$ cat config.mk
export PLATFORM = sky130hd
export DESIGN_NAME = ipv4_tcp_udp_checksum_verifier
export DESIGN_NICKNAME = d
export VERILOG_FILES = /design/src/sv/icv_pkg.sv /design/src/sv/icv_front.sv /design/src/sv/icv_queue.sv /design/src/sv/icv_back.sv /design/src/sv/ipv4_tcp_udp_checksum_verifier.sv
export VERILOG_INCLUDE_DIRS = /design/src /design/src/sv
export SDC_FILE = /design/constraint.sdc
export NUM_CORES = 1
export LEC_CHECK = 0
export BUFFER_PORTS_ARGS = -buffer_cell sky130_fd_sc_hd__buf_2
export CAP_MARGIN = 20
export CORE_AREA = 2 2 265 188
export DETAILED_ROUTE_END_ITERATION = 16
export DIE_AREA = 0 0 267 190
export PLACE_DENSITY = 0.78
export SYNTH_ARGS = -nofsm -noshare
export SYNTH_HDL_FRONTEND = slang
export SYNTH_SLANG_ARGS = --single-unit
export TNS_END_PERCENT = 50
$ cat constraint.sdc
create_clock -name i_clk -period 12.38 [get_ports i_clk]
set_input_delay 0 -clock i_clk [delete_from_list [all_inputs] [get_ports i_clk]]
set_output_delay 0 -clock i_clk [all_outputs]
set_load 0.02 [all_outputs]
$ cat src/sv/ipv4_tcp_udp_checksum_verifier_defines.svh
// Assertion helpers shared by the checksum verifier.
`ifndef IPV4_TCP_UDP_CHECKSUM_VERIFIER_DEFINES_SVH
`define IPV4_TCP_UDP_CHECKSUM_VERIFIER_DEFINES_SVH

// Same-cycle implication, disabled while reset is asserted.
`define ICV_ASSERT_IMP(label, clk, rst_n, ante, cons) \
    label: assert property (@(posedge clk) disable iff (!(rst_n)) (ante) |-> (cons)) \
        else $error("icv: same-cycle check failed");

// Next-cycle implication, disabled while reset is asserted.
`define ICV_ASSERT_NXT(label, clk, rst_n, ante, cons) \
    label: assert property (@(posedge clk) disable iff (!(rst_n)) (ante) |=> (cons)) \
        else $error("icv: next-cycle check failed");

`endif

$ cat src/sv/icv_pkg.sv
`default_nettype none
package icv_pkg;

    localparam int ETH_HEADER_BYTES = 14;
    localparam int QUEUE_DEPTH      = 2;
    localparam int QPTR_W           = $clog2(QUEUE_DEPTH);
    localparam int QCNT_W           = $clog2(QUEUE_DEPTH + 1);

    localparam logic [7:0] PROTO_ICMP = 8'd1;
    localparam logic [7:0] PROTO_TCP  = 8'd6;
    localparam logic [7:0] PROTO_UDP  = 8'd17;

    localparam logic [1:0] KIND_ICMP  = 2'd0;
    localparam logic [1:0] KIND_TCP   = 2'd1;
    localparam logic [1:0] KIND_UDP   = 2'd2;
    localparam logic [1:0] KIND_OTHER = 2'd3;

    // Byte offsets inside the IPv4 header.
    localparam logic [15:0] IP_OFF_VER_IHL  = 16'd0;
    localparam logic [15:0] IP_OFF_TLEN_HI  = 16'd2;
    localparam logic [15:0] IP_OFF_TLEN_LO  = 16'd3;
    localparam logic [15:0] IP_OFF_PROTO    = 16'd9;
    localparam logic [15:0] IP_OFF_CHK_HI   = 16'd10;
    localparam logic [15:0] IP_OFF_CHK_LO   = 16'd11;
    localparam logic [15:0] IP_OFF_ADDR_BEG = 16'd12;
    localparam logic [15:0] IP_OFF_ADDR_END = 16'd20;
    localparam logic [5:0]  IP_MIN_HDR      = 6'd20;

    // Byte offsets inside the transport header.
    localparam logic [15:0] TCP_OFF_CHK_HI = 16'd16;
    localparam logic [15:0] TCP_OFF_CHK_LO = 16'd17;
    localparam logic [15:0] TCP_MIN_HDR    = 16'd20;
    localparam logic [15:0] UDP_OFF_LEN_HI = 16'd4;
    localparam logic [15:0] UDP_OFF_LEN_LO = 16'd5;
    localparam logic [15:0] UDP_OFF_CHK_HI = 16'd6;
    localparam logic [15:0] UDP_OFF_CHK_LO = 16'd7;
    localparam logic [15:0] UDP_HDR        = 16'd8;

    typedef struct packed {
        logic [7:0] data_byte;
        logic       last_byte;
    } t_in;

    typedef struct packed {
        logic [1:0]  frame_kind;
        logic [15:0] ip_computed;
        logic [15:0] ip_received;
        logic        ip_match;
        logic        l4_valid;
        logic [15:0] l4_computed;
        logic [15:0] l4_received;
        logic        l4_match;
        logic        truncated;
    } t_out;

    // Everything the back end needs to finish one frame.
    typedef struct packed {
        logic [15:0] last_pos;
        logic [5:0]  ip_header_bytes;
        logic [7:0]  protocol;
        logic [15:0] ip_sum;
        logic [15:0] l4_sum;
        logic [15:0] ip_check;
        logic [15:0] l4_check;
        logic [15:0] ip_total_length;
        logic [15:0] udp_length;
    } t_summary;

    typedef struct packed {
        logic full;
        logic empty;
    } t_q_status;

    function automatic logic [15:0] oc_add(input logic [15:0] a, input logic [15:0] b);
        logic [16:0] s;
        s = {1'b0, a} + {1'b0, b};
        // With 16-bit operands a single end-around fold cannot carry again.
        return s[15:0] + {15'd0, s[16]};
    endfunction

endpackage
`default_nettype wire

$ cat src/sv/icv_front.sv
`default_nettype none
module icv_front (
    input  wire logic              i_clk,
    input  wire logic              i_rst_n,
    input  wire logic              i_valid,
    output logic                   o_ready,
    input  wire icv_pkg::t_in      i_data,
    input  wire logic              i_q_full,
    output logic                   o_push,
    output icv_pkg::t_summary      o_summary
);

    localparam logic [15:0] ETH_BYTES = 16'(icv_pkg::ETH_HEADER_BYTES);

    logic [15:0] r_pos,      n_pos;
    logic [5:0]  r_hdr,      n_hdr;
    logic [7:0]  r_proto,    n_proto;
    logic [15:0] r_ip_sum,   n_ip_sum;
    logic [15:0] r_l4_sum,   n_l4_sum;
    logic [15:0] r_ip_chk,   n_ip_chk;
    logic [15:0] r_l4_chk,   n_l4_chk;
    logic [15:0] r_tot_len,  n_tot_len;
    logic [15:0] r_udp_len,  n_udp_len;

    logic        accept;
    logic [7:0]  b;
    logic        in_ip;
    logic [15:0] ip_off;
    logic [15:0] l4_off;
    logic [5:0]  hdr_cur;
    logic [15:0] word;
    logic [15:0] udp_ext;
    logic        ip_add;
    logic        l4_add;
    logic        l4_region;

    icv_pkg::t_summary upd;

    assign o_ready = !i_q_full;
    assign accept  = i_valid && !i_q_full;
    assign b       = i_data.data_byte;
    assign o_push  = accept && i_data.last_byte;

    always_comb begin
        in_ip   = r_pos >= ETH_BYTES;
        ip_off  = r_pos - ETH_BYTES;
        hdr_cur = (ip_off == icv_pkg::IP_OFF_VER_IHL) ? {b[3:0], 2'b00} : r_hdr;
        l4_off  = ip_off - {10'd0, hdr_cur};
        // Even offsets carry the high byte of a 16-bit word.
        word    = ip_off[0] ? {8'd0, b} : {b, 8'd0};
        udp_ext = (r_udp_len < icv_pkg::UDP_HDR) ? icv_pkg::UDP_HDR : r_udp_len;
        ip_add  = in_ip && (ip_off < {10'd0, hdr_cur})
                  && (ip_off != icv_pkg::IP_OFF_CHK_HI) && (ip_off != icv_pkg::IP_OFF_CHK_LO);
        l4_region = in_ip && (hdr_cur >= icv_pkg::IP_MIN_HDR) && (ip_off >= {10'd0, hdr_cur});

        upd.last_pos        = r_pos;
        upd.ip_header_bytes = r_hdr;
        upd.protocol        = r_proto;
        upd.ip_sum          = r_ip_sum;
        upd.l4_sum          = r_l4_sum;
        upd.ip_check        = r_ip_chk;
        upd.l4_check        = r_l4_chk;
        upd.ip_total_length = r_tot_len;
        upd.udp_length      = r_udp_len;

        // Pseudo-header addresses go into the transport sum.
        l4_add = in_ip && (ip_off >= icv_pkg::IP_OFF_ADDR_BEG)
                 && (ip_off < icv_pkg::IP_OFF_ADDR_END);

        if (in_ip) begin
            upd.ip_header_bytes = hdr_cur;
            if (ip_add) begin
                upd.ip_sum = icv_pkg::oc_add(r_ip_sum, word);
            end
            if (ip_off == icv_pkg::IP_OFF_TLEN_HI) begin
                upd.ip_total_length = {b, r_tot_len[7:0]};
            end
            if (ip_off == icv_pkg::IP_OFF_TLEN_LO) begin
                upd.ip_total_length = {r_tot_len[15:8], b};
            end
            if (ip_off == icv_pkg::IP_OFF_PROTO) begin
                upd.protocol = b;
            end
            if (ip_off == icv_pkg::IP_OFF_CHK_HI) begin
                upd.ip_check = {b, r_ip_chk[7:0]};
            end
            if (ip_off == icv_pkg::IP_OFF_CHK_LO) begin
                upd.ip_check = {r_ip_chk[15:8], b};
            end
            if (l4_region) begin
                if (r_proto == icv_pkg::PROTO_TCP) begin
                    if (l4_off == icv_pkg::TCP_OFF_CHK_HI) begin
                        upd.l4_check = {b, r_l4_chk[7:0]};
                    end else if (l4_off == icv_pkg::TCP_OFF_CHK_LO) begin
                        upd.l4_check = {r_l4_chk[15:8], b};
                    end else begin
                        l4_add = 1'b1;
                    end
                end else if (r_proto == icv_pkg::PROTO_UDP) begin
                    if (l4_off == icv_pkg::UDP_OFF_LEN_HI) begin
                        upd.udp_length = {b, r_udp_len[7:0]};
                    end
                    if (l4_off == icv_pkg::UDP_OFF_LEN_LO) begin
                        upd.udp_length = {r_udp_len[15:8], b};
                    end
                    if (l4_off == icv_pkg::UDP_OFF_CHK_HI) begin
                        upd.l4_check = {b, r_l4_chk[7:0]};
                    end else if (l4_off == icv_pkg::UDP_OFF_CHK_LO) begin
                        upd.l4_check = {r_l4_chk[15:8], b};
                    end else if (l4_off < udp_ext) begin
                        l4_add = 1'b1;
                    end
                end
            end
        end
        if (l4_add) begin
            upd.l4_sum = icv_pkg::oc_add(r_l4_sum, word);
        end

        n_pos     = r_pos;
        n_hdr     = r_hdr;
        n_proto   = r_proto;
        n_ip_sum  = r_ip_sum;
        n_l4_sum  = r_l4_sum;
        n_ip_chk  = r_ip_chk;
        n_l4_chk  = r_l4_chk;
        n_tot_len = r_tot_len;
        n_udp_len = r_udp_len;
        if (accept) begin
            if (i_data.last_byte) begin
                // The frame summary is pushed; start clean for the next frame.
                n_pos     = '0;
                n_hdr     = '0;
                n_proto   = '0;
                n_ip_sum  = '0;
                n_l4_sum  = '0;
                n_ip_chk  = '0;
                n_l4_chk  = '0;
                n_tot_len = '0;
                n_udp_len = '0;
            end else begin
                n_pos     = (r_pos == 16'hFFFF) ? r_pos : r_pos + 16'd1;
                n_hdr     = upd.ip_header_bytes;
                n_proto   = upd.protocol;
                n_ip_sum  = upd.ip_sum;
                n_l4_sum  = upd.l4_sum;
                n_ip_chk  = upd.ip_check;
                n_l4_chk  = upd.l4_check;
                n_tot_len = upd.ip_total_length;
                n_udp_len = upd.udp_length;
            end
        end
    end

    assign o_summary = upd;

    always_ff @(posedge i_clk) begin
        if (!i_rst_n) begin
            r_pos     <= '0;
            r_hdr     <= '0;
            r_proto   <= '0;
            r_ip_sum  <= '0;
            r_l4_sum  <= '0;
            r_ip_chk  <= '0;
            r_l4_chk  <= '0;
            r_tot_len <= '0;
            r_udp_len <= '0;
        end else begin
            r_pos     <= n_pos;
            r_hdr     <= n_hdr;
            r_proto   <= n_proto;
            r_ip_sum  <= n_ip_sum;
            r_l4_sum  <= n_l4_sum;
            r_ip_chk  <= n_ip_chk;
            r_l4_chk  <= n_l4_chk;
            r_tot_len <= n_tot_len;
            r_udp_len <= n_udp_len;
        end
    end

endmodule
`default_nettype wire

$ cat src/sv/icv_queue.sv
`default_nettype none
module icv_queue (
    input  wire logic               i_clk,
    input  wire logic               i_rst_n,
    input  wire logic               i_push,
    input  wire icv_pkg::t_summary  i_summary,
    input  wire logic               i_pop,
    output icv_pkg::t_summary       o_head,
    output icv_pkg::t_q_status      o_status
);

    localparam logic [icv_pkg::QPTR_W-1:0] LAST_PTR = icv_pkg::QPTR_W'(icv_pkg::QUEUE_DEPTH - 1);
    localparam logic [icv_pkg::QCNT_W-1:0] DEPTH_CNT = icv_pkg::QCNT_W'(icv_pkg::QUEUE_DEPTH);

    icv_pkg::t_summary r_mem [icv_pkg::QUEUE_DEPTH];

    logic [icv_pkg::QPTR_W-1:0] r_wr_ptr, n_wr_ptr;
    logic [icv_pkg::QPTR_W-1:0] r_rd_ptr, n_rd_ptr;
    logic [icv_pkg::QCNT_W-1:0] r_count,  n_count;

    logic do_push;
    logic do_pop;

    assign o_status = {(r_count == DEPTH_CNT), (r_count == '0)};
    assign do_push = i_push && !o_status.full;
    assign do_pop  = i_pop && !o_status.empty;
    assign o_head  = r_mem[r_rd_ptr];

    always_comb begin
        n_wr_ptr = r_wr_ptr;
        n_rd_ptr = r_rd_ptr;
        n_count  = r_count;
        if (do_push) begin
            n_wr_ptr = (r_wr_ptr == LAST_PTR) ? '0 : r_wr_ptr + 1'b1;
        end
        if (do_pop) begin
            n_rd_ptr = (r_rd_ptr == LAST_PTR) ? '0 : r_rd_ptr + 1'b1;
        end
        if (do_push && !do_pop) begin
            n_count = r_count + 1'b1;
        end else if (do_pop && !do_push) begin
            n_count = r_count - 1'b1;
        end
    end

    always_ff @(posedge i_clk) begin
        if (do_push) begin
            r_mem[r_wr_ptr] <= i_summary;
        end
    end

    always_ff @(posedge i_clk) begin
        if (!i_rst_n) begin
            r_wr_ptr <= '0;
            r_rd_ptr <= '0;
            r_count  <= '0;
        end else begin
            r_wr_ptr <= n_wr_ptr;
            r_rd_ptr <= n_rd_ptr;
            r_count  <= n_count;
        end
    end

endmodule
`default_nettype wire

$ cat src/sv/icv_back.sv
`default_nettype none
module icv_back (
    input  wire logic               i_clk,
    input  wire logic               i_rst_n,
    input  wire logic               i_q_empty,
    input  wire icv_pkg::t_summary  i_head,
    output logic                    o_pop,
    output logic                    o_valid,
    input  wire logic               i_ready,
    output icv_pkg::t_out           o_data
);

    localparam logic [17:0] ETH_BYTES = 18'(icv_pkg::ETH_HEADER_BYTES);

    logic          r_valid, n_valid;
    icv_pkg::t_out r_data;
    icv_pkg::t_out res;

    logic [1:0]  kind;
    logic [5:0]  hdr_min;
    logic [17:0] end_pos;
    logic [17:0] need_ip;
    logic [17:0] need_l4;
    logic [15:0] udp_ext;
    logic [15:0] pseudo_len;
    logic [17:0] sum3;
    logic [16:0] fold1;
    logic [15:0] l4_sum_fin;
    logic        l4v;

    assign o_pop = !i_q_empty && (!r_valid || i_ready);

    always_comb begin
        case (i_head.protocol)
            icv_pkg::PROTO_ICMP: kind = icv_pkg::KIND_ICMP;
            icv_pkg::PROTO_TCP:  kind = icv_pkg::KIND_TCP;
            icv_pkg::PROTO_UDP:  kind = icv_pkg::KIND_UDP;
            default:             kind = icv_pkg::KIND_OTHER;
        endcase

        hdr_min = (i_head.ip_header_bytes < icv_pkg::IP_MIN_HDR) ?
                  icv_pkg::IP_MIN_HDR : i_head.ip_header_bytes;
        end_pos = {2'b00, i_head.last_pos} + 18'd1;
        need_ip = ETH_BYTES + {12'd0, hdr_min};
        l4v     = (i_head.ip_header_bytes >= icv_pkg::IP_MIN_HDR)
                  && (kind == icv_pkg::KIND_TCP || kind == icv_pkg::KIND_UDP);
        udp_ext = (i_head.udp_length < icv_pkg::UDP_HDR) ? icv_pkg::UDP_HDR : i_head.udp_length;

        if (kind == icv_pkg::KIND_TCP) begin
            pseudo_len = i_head.ip_total_length - {10'd0, i_head.ip_header_bytes};
            need_l4    = ETH_BYTES + {12'd0, i_head.ip_header_bytes}
                         + {2'b00, icv_pkg::TCP_MIN_HDR};
        end else begin
            pseudo_len = i_head.udp_length;
            need_l4    = ETH_BYTES + {12'd0, i_head.ip_header_bytes} + {2'b00, udp_ext};
        end

        // Protocol and length close the pseudo-header; a three-way add folded
        // twice gives the same ones-complement result as two chained adds.
        sum3       = {2'b00, i_head.l4_sum} + {10'd0, i_head.protocol} + {2'b00, pseudo_len};
        fold1      = {1'b0, sum3[15:0]} + {15'd0, sum3[17:16]};
        l4_sum_fin = fold1[15:0] + {15'd0, fold1[16]};

        res.frame_kind  = kind;
        res.ip_computed = ~i_head.ip_sum;
        res.ip_received = i_head.ip_check;
        res.ip_match    = (~i_head.ip_sum == i_head.ip_check);
        res.l4_valid    = l4v;
        res.l4_computed = l4v ? ~l4_sum_fin : 16'd0;
        res.l4_received = l4v ? i_head.l4_check : 16'd0;
        res.l4_match    = l4v && (~l4_sum_fin == i_head.l4_check);
        res.truncated   = (end_pos < need_ip) || (l4v && (end_pos < need_l4));

        n_valid = r_valid;
        if (o_pop) begin
            n_valid = 1'b1;
        end else if (i_ready) begin
            n_valid = 1'b0;
        end
    end

    always_ff @(posedge i_clk) begin
        if (o_pop) begin
            r_data <= res;
        end
    end

    always_ff @(posedge i_clk) begin
        if (!i_rst_n) begin
            r_valid <= 1'b0;
        end else begin
            r_valid <= n_valid;
        end
    end

    assign o_valid = r_valid;
    assign o_data  = r_data;

endmodule
`default_nettype wire

$ cat src/sv/ipv4_tcp_udp_checksum_verifier.sv
// Throughput: one frame byte per cycle while the summary queue is not full, with no
// gap between frames. With the output free, a frame's summary is queued when its
// last byte is accepted and is then registered into the output register.
// The per-byte 16-bit ones-complement add in the front end sets the byte rate.
// Reset is synchronous and active low; it clears the partial sums, the queue
// and the output valid.
`default_nettype none
`include "ipv4_tcp_udp_checksum_verifier_defines.svh"
module ipv4_tcp_udp_checksum_verifier (
    input  wire logic          i_clk,
    input  wire logic          i_rst_n,
    input  wire logic          i_valid,
    output logic               o_ready,
    input  wire icv_pkg::t_in  i_data,
    output logic               o_valid,
    input  wire logic          i_ready,
    output icv_pkg::t_out      o_data
);

    logic                  push;
    logic                  pop;
    icv_pkg::t_summary     summary;
    icv_pkg::t_summary     head;
    icv_pkg::t_q_status    q_status;

    icv_front u_front (
        .i_clk     (i_clk),
        .i_rst_n   (i_rst_n),
        .i_valid   (i_valid),
        .o_ready   (o_ready),
        .i_data    (i_data),
        .i_q_full  (q_status.full),
        .o_push    (push),
        .o_summary (summary)
    );

    icv_queue u_queue (
        .i_clk     (i_clk),
        .i_rst_n   (i_rst_n),
        .i_push    (push),
        .i_summary (summary),
        .i_pop     (pop),
        .o_head    (head),
        .o_status  (q_status)
    );

    icv_back u_back (
        .i_clk     (i_clk),
        .i_rst_n   (i_rst_n),
        .i_q_empty (q_status.empty),
        .i_head    (head),
        .o_pop     (pop),
        .o_valid   (o_valid),
        .i_ready   (i_ready),
        .o_data    (o_data)
    );

    // A frame summary must never be offered to a full queue.
    `ICV_ASSERT_IMP(a_no_push_when_full, i_clk, i_rst_n, push, !q_status.full)
    // The last byte of a frame leaves a summary in the queue.
    `ICV_ASSERT_NXT(a_last_reaches_queue, i_clk, i_rst_n, i_valid && o_ready && i_data.last_byte, !q_status.empty)
    // An idle output register picks up a waiting summary at once.
    `ICV_ASSERT_NXT(a_back_drains, i_clk, i_rst_n, !q_status.empty && !o_valid, o_valid)

endmodule
`default_nettype wire

==> results of run 1 <==
==> flip-flops by register name (all words and copies together), names as in the netlist, named ones only <==
| register | count |
|---|---|
| u_front.r_l4_sum | 16 |
| u_front.r_pos | 16 |
| u_queue.r_rd_ptr | 1 |
| u_back.o_valid | 1 |
| u_front.r_tot_len | 16 |
| u_front.r_ip_sum | 16 |
| u_back.o_data | 70 |
| u_front.r_ip_chk | 16 |
| u_front.r_hdr | 6 |
| u_front.r_l4_chk | 16 |
| u_queue.r_mem | 252 |
| u_queue.r_wr_ptr | 1 |
| u_front.r_proto | 8 |
| u_front.r_udp_len | 16 |
| u_queue.r_count | 2 |
==> worst max-delay path: cells and delay by family (launching register included) <==
| kind | cells | cell delay [ps] |
|---|---|---|
| flops | 1 | 780 |
| mux | 1 | 730 |
| buf+inv | 4 | 730 |
| simple gates | 14 | 2720 |
| compound gates | 15 | 3580 |
| fa+ha+maj | 6 | 1670 |
| xor+xnor | 4 | 690 |
==> cells by family after synthesis <==
group / after synthesis
AND/OR/NAND/NOR: 777
flip-flops: 454
buffers and inverters: 198
multiplexers: 203
XOR/XNOR: 214
adder cells (fa/ha/maj): 139
AO/OA/AOI/OAI: 460
==> cell type report <==
cell class / count / share of cell area (%)
repair buffers: 108 / 2.21
clock buffers: 60 / 4.39
well taps: 665 / 2.88
flip-flops and latches: 454 / 42.7
inverters: 74 / 0.963
multi-input cells: 1793 / 45.8
diodes: 1 / 0.00868
clock inverters: 24 / 1.06
==> power breakdown <==
part,total [mW],switching (mW),internal (mW)
registers,1.87,0.0660,1.81
clock network,1.46,0.638,0.819
logic,2.62,1.67,0.948
total,5.95,2.37,3.57
==> path summary, 6_finish.rpt <==
check / startpoint / endpoint / slack [ps] / depth (start not counted)
hold reg to reg: u_front.r_hdr[1] / u_front.r_hdr[1] / 450 / 1
hold / removal: i_data[6] / u_queue.r_mem[0][13] / 50 / 3
setup / recovery: flip-flop / u_back.o_data[1] / 1040 / 44
setup reg to reg: flip-flop / u_back.o_data[1] / 1040 / 44
==> through the flow <==
stage / util [%] / hold slack (ps) / instance area (sq um)
final: 59.4 / 45.9 / 28800
after global routing: 59.4 / 30.4 / 28800
after CTS: 59.3 / 2.36 / 28800
after detailed placement: 56.0 / 383 / 27200
after global placement: 56.0 / 388 / 27200
after floorplan: - / 236 / 26200
==> per-layer routing <==
| layer | vias to the layer above | track usage, % |
|---|---|---|
| met4 | 2 | 5.60 |
| met3 | 87 | 6.04 |
| li1 | 9147 | - |
| met1 | 9671 | 39.9 |
| met5 | - | 0 |
| met2 | 857 | 41.0 |
==> layout by cell type (no fill, tap or decap), types with 17 or more instances in the layout <==
cell type  synthesis  final
o21a_1            19     19
nor2b_1           60     60
nor3_1            35     33
edfxtp_1         322    322
a22oi_1           58     58
or3_1             27     27
nand2b_1          19     19
dfxtp_1          132    131
nor2_1           208    205
nand3b_1          34     34
buf_4              3     18
mux2i_1           78     78
mux2_2           121    121
nor4_1            18     17
a21oi_1          102    102
and3_1            24     23
ha_1             131    130
o21ai_0           71     71
o211ai_1          32     32
buf_2             15     85
xor2_1            82     82
xnor2_1          129    129
a21o_1            31     31
clkbuf_16          0     47
nand2_1          129    128
nand3_1           98     98
a31oi_1           26     25
and2_1            26     26
a32oi_1           18     18
nand4_1           25     25
inv_1             74     73
==> repair_timing <==
item,CTS,global route
gates resized for setup,0,2
endpoints found under the hold margin,5,0
setup endpoints to repair,0,3
hold buffers,3,0
==> results.tsv, run 1 <==
metric	value	unit
fin_ws	1040	ps
synth_cell_types	87	
boundaryPins	85	
async_flop_share	0	%
clk_pin_slew	70	ps
vias_per_cell	6.22	
placedCellCount	3089	
critPathSlowestCell	dfxtp_4	
yosysMostFrequentCell	edfxtp_1	
dieHeight	190	um
status	finished clean	
dieArea	50700	sq um
first_pass_iters	5	
wire_per_inst	21.9	um
finalSetupViolCount	0	
seq_area	12300	sq um
p_per_area	206	nW/um^2
min_period_over_period	91.6	%
start_util	54.0	%
slew_headroom	29.8	%
grt_max_degree	124	
syn_to_final_growth	9.90	%
wl_met2	30500	um
synth_top_family_by_area	simple AND/OR/NAND/NOR gates	
synth_mux_area_share	8.34	%
p_total	5.95	mW
gr-usage-all-layers	27.1	%
synth_compound_area_share	12.0	%
fin_crit	11340	ps
rsz0062_at_grt	no	
first_global_vias	18672	
core	48600	sq um
gr-total-overflow	0	
drt-total-wl	69500	um
num_rows	68	
p_leak	10.6	nW
hp-class	primary input to flip-flop	
synth_warnings	0	
drive_gt1_share	13.6	%
required	12760	ps
die_w	267	um
cts-root-buf	clkbuf_16	
synth.area.top_cells	edfxtp_1 37%, dfxtp_1 10%, ha_1 6.2%, mux2_2 5.2%, xnor2_1 4.3%	
synth_xor_area_share	7.28	%
worstPathArrival	11730	ps
htreeDepth	2	
drv_slew	0	
detail-route-antenna-nets	0	
drt_iter0_drc	2431	
final_hold_viol_count	0	
max_freq	88.1	MHz
io_buffer_count	84	
finalSetupTns	0	ps
drt_drc_violations_left	0	
synth_top_area_share	36.8	%
skew	57.4	ps
avgSynthCellArea	10.7	sq um
synth-adder-area-share	6.86	%
place.gp.congestion	0.948	
synthSimpleGateAreaFrac	15.6	%
crit_top_cell	ha_1	
dp_hpwl	48200	um
tightest_slew	1020	ps
clk_latency	640	ps
fill_cells	3869	
synth_fp_nets	2597	
grt_pass1_wl	106000	um
synthFlopType	edfxtp_1	
syn_inst	2445	
finalNetCount	2628	
seq_area_frac_synth	46.9	%
cp-end-kind	flip-flop	
max_stage_delay	780	ps
multi_input_area	13200	sq um
wl_met1	31400	um
cts_buffer_depth	3	
path_max_fanout	123	
cts_buffers	45	
critPathLaunchType	flip-flop	
cts_setup_buffers	0	
path_class	flip-flop to flip-flop	
synth_edf_count	322	
max-vdd-ir-drop	0.000166	V
cts_tree	built	
clock_sinks	454	
ys_ff_latch	454	
antenna_found_initial	3	
top_layer_used	met5	
yosys-top-cells-count	322 x edfxtp_1, 208 x nor2_1, 132 x dfxtp_1, 131 x ha_1	
dp_slack	1010	ps
synth_area	26200	sq um
layout.cells.non_filler	3179	
maxCapViolations	0	
vias	19764	
route.met3.wl	6490	um
synth_top_cell_by_area	edfxtp_1	
Power figures use the tool's default switching activity.
==> run 2, diff against run 1 <==
Settings changed: CTS_CLUSTER_SIZE set to 25, PLACE_DENSITY 0.78 to 0.77.
==> results.tsv, run 2 (synthesis gave the netlist of run 1 again) <==
metric	value	unit	change
finalSetupViolCount	0		unchanged
met3_usage	6.25	%	+0.21 points
grt_max_degree	84		-32%
dieHeight	190	um	unchanged
drv_slew	0		unchanged
place.gp.congestion	0.969		+2.2%
critPathSlowestCell	a2111oi_0		
clock_sinks	454		unchanged
use_met1	38.6	%	-1.3 points
boundaryPins	85		unchanged
grt_pass1_wl	106000	um	-0.69%
fin_crit	11270	ps	-73.2 ps
crit_top_cell	ha_1		
path_max_fanout	62		-50%
htreeDepth	2		unchanged
drt_iter0_drc	2264		-6.9%
drt_drc_violations_left	0		unchanged
layout_commonest_cell	edfxtp_1		
r2r_slack	1110	ps	+70 ps
required	12780	ps	+20 ps
drt-total-wl	68500	um	-1.4%
first_global_vias	18556		-0.62%
core	48600	sq um	unchanged
cts_buffers	44		-2.2%
tightest_slew	1100	ps	+75.4 ps
layout_common_cells	322 x edfxtp_1, 205 x nor2_1, 131 x ha_1, 131 x dfxtp_1, 129 x xnor2_1		
status	finished clean		
detail-route-antenna-nets	0		unchanged
p_leak	10.5	nW	-0.63%
cp-end-kind	flip-flop		
cts-root-buf	clkbuf_16		
antenna_cells	0		-1
io_buffer_count	84		unchanged
dp_hpwl	48200	um	-0.11%
maxCapViolations	0		unchanged
busiest_layer	met2		
first_pass_iters	6		+1
fill_cells	3893		+0.62%
cts_tree	built		
dieArea	50700	sq um	unchanged
gr-usage-all-layers	26.8	%	-0.32 points
max_stage_delay	730	ps	-50 ps
critPathLaunchType	flip-flop		
min_period_over_period	91.0	%	-0.59 points
wire_per_inst	21.5	um	-1.5%
largest_register_ffs	252		unchanged
finalSetupTns	0	ps	unchanged
fin_ws	1110	ps	+73.2 ps
vias_per_cell	6.21		-0.17%
clk_pin_slew	70	ps	about the same
start_util	54.0	%	unchanged
syn_to_final_growth	9.40	%	
slew_headroom	24.6	%	-5.2 points
clk_latency	620	ps	-20 ps
final_hold_viol_count	0		unchanged
cts_setup_buffers	0		unchanged
regMostFlops	u_queue.r_mem		
rsz0062_at_grt	no		
path_class	flip-flop to flip-flop		
p_total	5.74	mW	-3.4%
worstPathArrival	11680	ps	-50 ps
max-vdd-ir-drop	0.000150	V	-9.7%
num_rows	68		unchanged
max_freq	88.7	MHz	+0.65%
die_w	267	um	unchanged
antenna_found_initial	2		-1
gr-total-overflow	0		unchanged
skew	42.2	ps	-15.1 ps
drive_gt1_share	13.2	%	-0.38 points
hp-class	primary input to flip-flop		
dp_slack	1040	ps	+29.4 ps
vias	19756		-0.040%
cts_buffer_depth	3		unchanged
grtUsageMet2	40.4	%	-0.63 points
finalNetCount	2634		+0.23%
p_per_area	200	nW/um^2	-3.0%
## run 2: changes by cell type in the layout (fill, tap and decap cells not counted), sizes merged
cell / delta
inv: -3
dlygate4sd3: +2
buf: +4
clkbuf: -2
clkinv: +7
diode: -1
bufinv: -3
## run 2: repair_timing
item	in CTS	in global routing
resized for setup	0	2
hold buffers	5	0
endpoints found under the setup margin	0	1
endpoints found under the hold margin	9	0
## run 2: worst paths after layout
check / start / endpoint / cells past startpoint
worst max register to register: flip-flop / u_back.o_data[1] / 40
worst min-delay path: i_data[5] / u_queue.r_mem[0][100] / 3
worst min register to register: u_front.r_hdr[1] / u_front.r_hdr[1] / 1
worst max-delay path: flip-flop / u_back.o_data[1] / 40
## run 2: report_power, final
group / internal (mW) / switching, mW / total, mW
Sequential: 1.81 / 0.0417 / 1.85
Combinational: 0.953 / 1.64 / 2.59
Clock: 0.695 / 0.609 / 1.30
Total: 3.45 / 2.29 / 5.74
## run 2: final cells by class
| cell class | count | area, sq um | area share [%] |
|---|---|---|---|
| multi-input cells | 1793 | 13200 | 46.0 |
| inverters | 74 | 278 | 0.968 |
| clock inverters | 25 | 219 | 0.763 |
| flip-flops and latches | 454 | 12300 | 42.9 |
| clock buffers | 57 | 1160 | 4.04 |
| well taps | 665 | 832 | 2.90 |
| repair buffers | 115 | 703 | 2.45 |
## run 2: layer usage
metal	part of all wire [%]	vias to the layer above
li1	-	9145
met1	44	9613
met2	44	876
met3	10	120
met4	2.5	2
met5	0.016	-
## run 2: critical path: cells and delay by family, from the launching register on
kind            cells  cell delay, ps
compound gates     13            3780
mux                 2             610
fa+ha+maj           7            1780
buf+inv             4             930
xor+xnor            3             530
simple gates       11            2990
flops               1             380
## run 2: through the flow
| stage | hold WS, ps | instance area, sq um | std cells | utilization [%] |
|---|---|---|---|---|
| floorplan | 236 | 26200 | 2445 | - |
| global placement | 402 | 27200 | 3092 | 56.0 |
| detailed placement | 400 | 27200 | 3092 | 56.0 |
| CTS | 5.48 | 28600 | 3179 | 58.9 |
| global route | 61.8 | 28700 | 3183 | 59.1 |
| finish | 53.4 | 28700 | 3183 | 59.1 |
==> run 3, diff against run 2 <==
Settings changed: CORE_AREA 2 2 265 188 to 2 2 331 235, DIE_AREA 0 0 267 190 to 0 0 333 237, PLACE_DENSITY 0.77 to 0.54.
==> results.tsv, run 3 (synthesis gave the netlist of run 1 again) <==
metric	value	unit	change
status	finished clean		
grt_pass1_wl	112000	um	+5.6%
place_area	27600	sq um	+1.6%
max-vdd-ir-drop	0.000140	V	-6.2%
p_leak	10.6	nW	+1.2%
fin_util	38.7	%	-20 points
drv_slew	0		unchanged
dp_hpwl	52700	um	+9.4%
boundaryPins	85		unchanged
first_global_vias	18152		-2.2%
start_util	34.6	%	-19 points
io_buffer_count	84		unchanged
clock_sinks	454		unchanged
cp_top_family	compound AO/OA/AOI/OAI gates		
antenna_found_initial	3		+1
crit_top_cell	ha_1		
layout.cells.non_filler	3530		+11%
cts-root-buf	clkbuf_16		
gr-total-overflow	0		unchanged
dieArea	78900	sq um	+56%
num_rows	85		+25%
tightest_slew	1100	ps	-1.14 ps
detail-route-antenna-nets	0		unchanged
fill_cells	7425		+91%
final_hold_viol_count	0		unchanged
dieHeight	237	um	+25%
p_total	5.97	mW	+3.9%
rsz0062_at_grt	no		
core	75900	sq um	+56%
critPathSlowestCell	a2111oi_0		
worstPathArrival	11900	ps	+220 ps
drt_iter0_drc	1797		-21%
finalNetCount	2639		+0.19%
largest_register_ffs	252		unchanged
place.gp.congestion	0.916		-5.4%
first_pass_iters	5		-1
vias_per_cell	5.51		-11%
required	12820	ps	+40 ps
final_cell_area	29400	sq um	+2.4%
min_period_over_period	92.6	%	+1.5 points
drt-total-wl	74100	um	+8.1%
vias	19443		-1.6%
regMostFlops	u_queue.r_mem		
max_stage_delay	760	ps	+30 ps
finalSetupTns	0	ps	unchanged
cp-end-kind	flip-flop		
drive_gt1_share	13.6	%	+0.42 points
syn_to_final_growth	12.0	%	
skew	63.8	ps	+21.6 ps
layout_commonest_cell	edfxtp_1		
wire_per_inst	21.0	um	-2.5%
placedCellCount	3428		+11%
critPathLaunchType	flip-flop		
drt_drc_violations_left	0		unchanged
cts_tree	built		
layout_common_cells	322 x edfxtp_1, 205 x nor2_1, 131 x ha_1, 131 x dfxtp_1, 129 x xnor2_1		
hp-class	primary input to flip-flop		
cts_buffer_depth	3		unchanged
fin_crit	11460	ps	+187 ps
cts_buffers	50		+14%
p_per_area	203	nW/um^2	+1.5%
path_class	flip-flop to flip-flop		
slew_headroom	24.7	%	+0.078 points
grt_max_degree	118		+40%
crit_buf_inv	2		-2
htreeDepth	2		unchanged
maxCapViolations	0		unchanged
path_max_fanout	28		-55%
max_freq	87.3	MHz	-1.6%
gr-usage-all-layers	18.3	%	-8.5 points
clk_latency	650	ps	+30 ps
die_w	333	um	+25%
clk_pin_slew	60	ps	about the same
finalSetupViolCount	0		unchanged
run 3: cell count changes in the layout (fill, tap and decap cells not counted), sizes merged:
cell / change
clkinv: -5
clkinvlp: +1
bufinv: +1
diode: +1
inv: +1
clkbuf: +13
run 3: repair_timing:
item / 4_1_cts / 5_1_grt
gates resized for setup: 0 / 1
buffers inserted: 0 / 1
endpoints found under the hold margin: 8 / 0
hold buffers: 5 / 0
setup endpoints to repair: 0 / 2
run 3: final timing paths:
path	start	slack (ps)	cells past startpoint	end
worst min register to register	u_front.r_hdr[1]	460	1	u_front.r_hdr[1]
worst min-delay path	i_data[6]	60	3	u_queue.r_mem[0][101]
worst max-delay path	flip-flop	920	39	u_back.o_data[1]
worst max register to register	flip-flop	920	39	u_back.o_data[1]
run 3: where the power goes:
part / internal (mW) / switching (mW)
Sequential: 1.81 / 0.0540
Clock: 0.842 / 0.649
Combinational: 0.955 / 1.66
run 3: worst register-to-register path: cells and delay by family, from the launching register on:
kind	cells	cell delay, ps
mux	2	640
compound gates	13	3780
fa+ha+maj	7	2080
simple gates	12	3550
buf+inv	2	120
xor+xnor	3	480
flops	1	600
run 3: cell type report:
cell class	count	area, sq um	share of cell area (%)
multi-input cells	1793	13200	44.9
flip-flops and latches	454	12300	41.9
repair buffers	114	699	2.38
clock buffers	71	1400	4.77
well taps	1000	1250	4.26
inverters	74	278	0.945
diodes	1	2.50	0.00851
clock inverters	23	239	0.813
run 3: metrics by stage:
stage	worst slack (ps)	hold slack, ps
final	922	56.3
after global routing	190	38.0
after CTS	602	2.27
after detailed placement	707	424
after global placement	1090	391
after floorplan	862	236
run 3: routing by layer:
layer  vias to the layer above  part of all wire (%)  track usage [%]
li1                       9177                     -                -
met1                      9672                    50             28.1
met2                       515                    42             26.4
met3                        79                   6.2             3.18
met4                         0                   1.7             4.13
met5                         -                     0                0
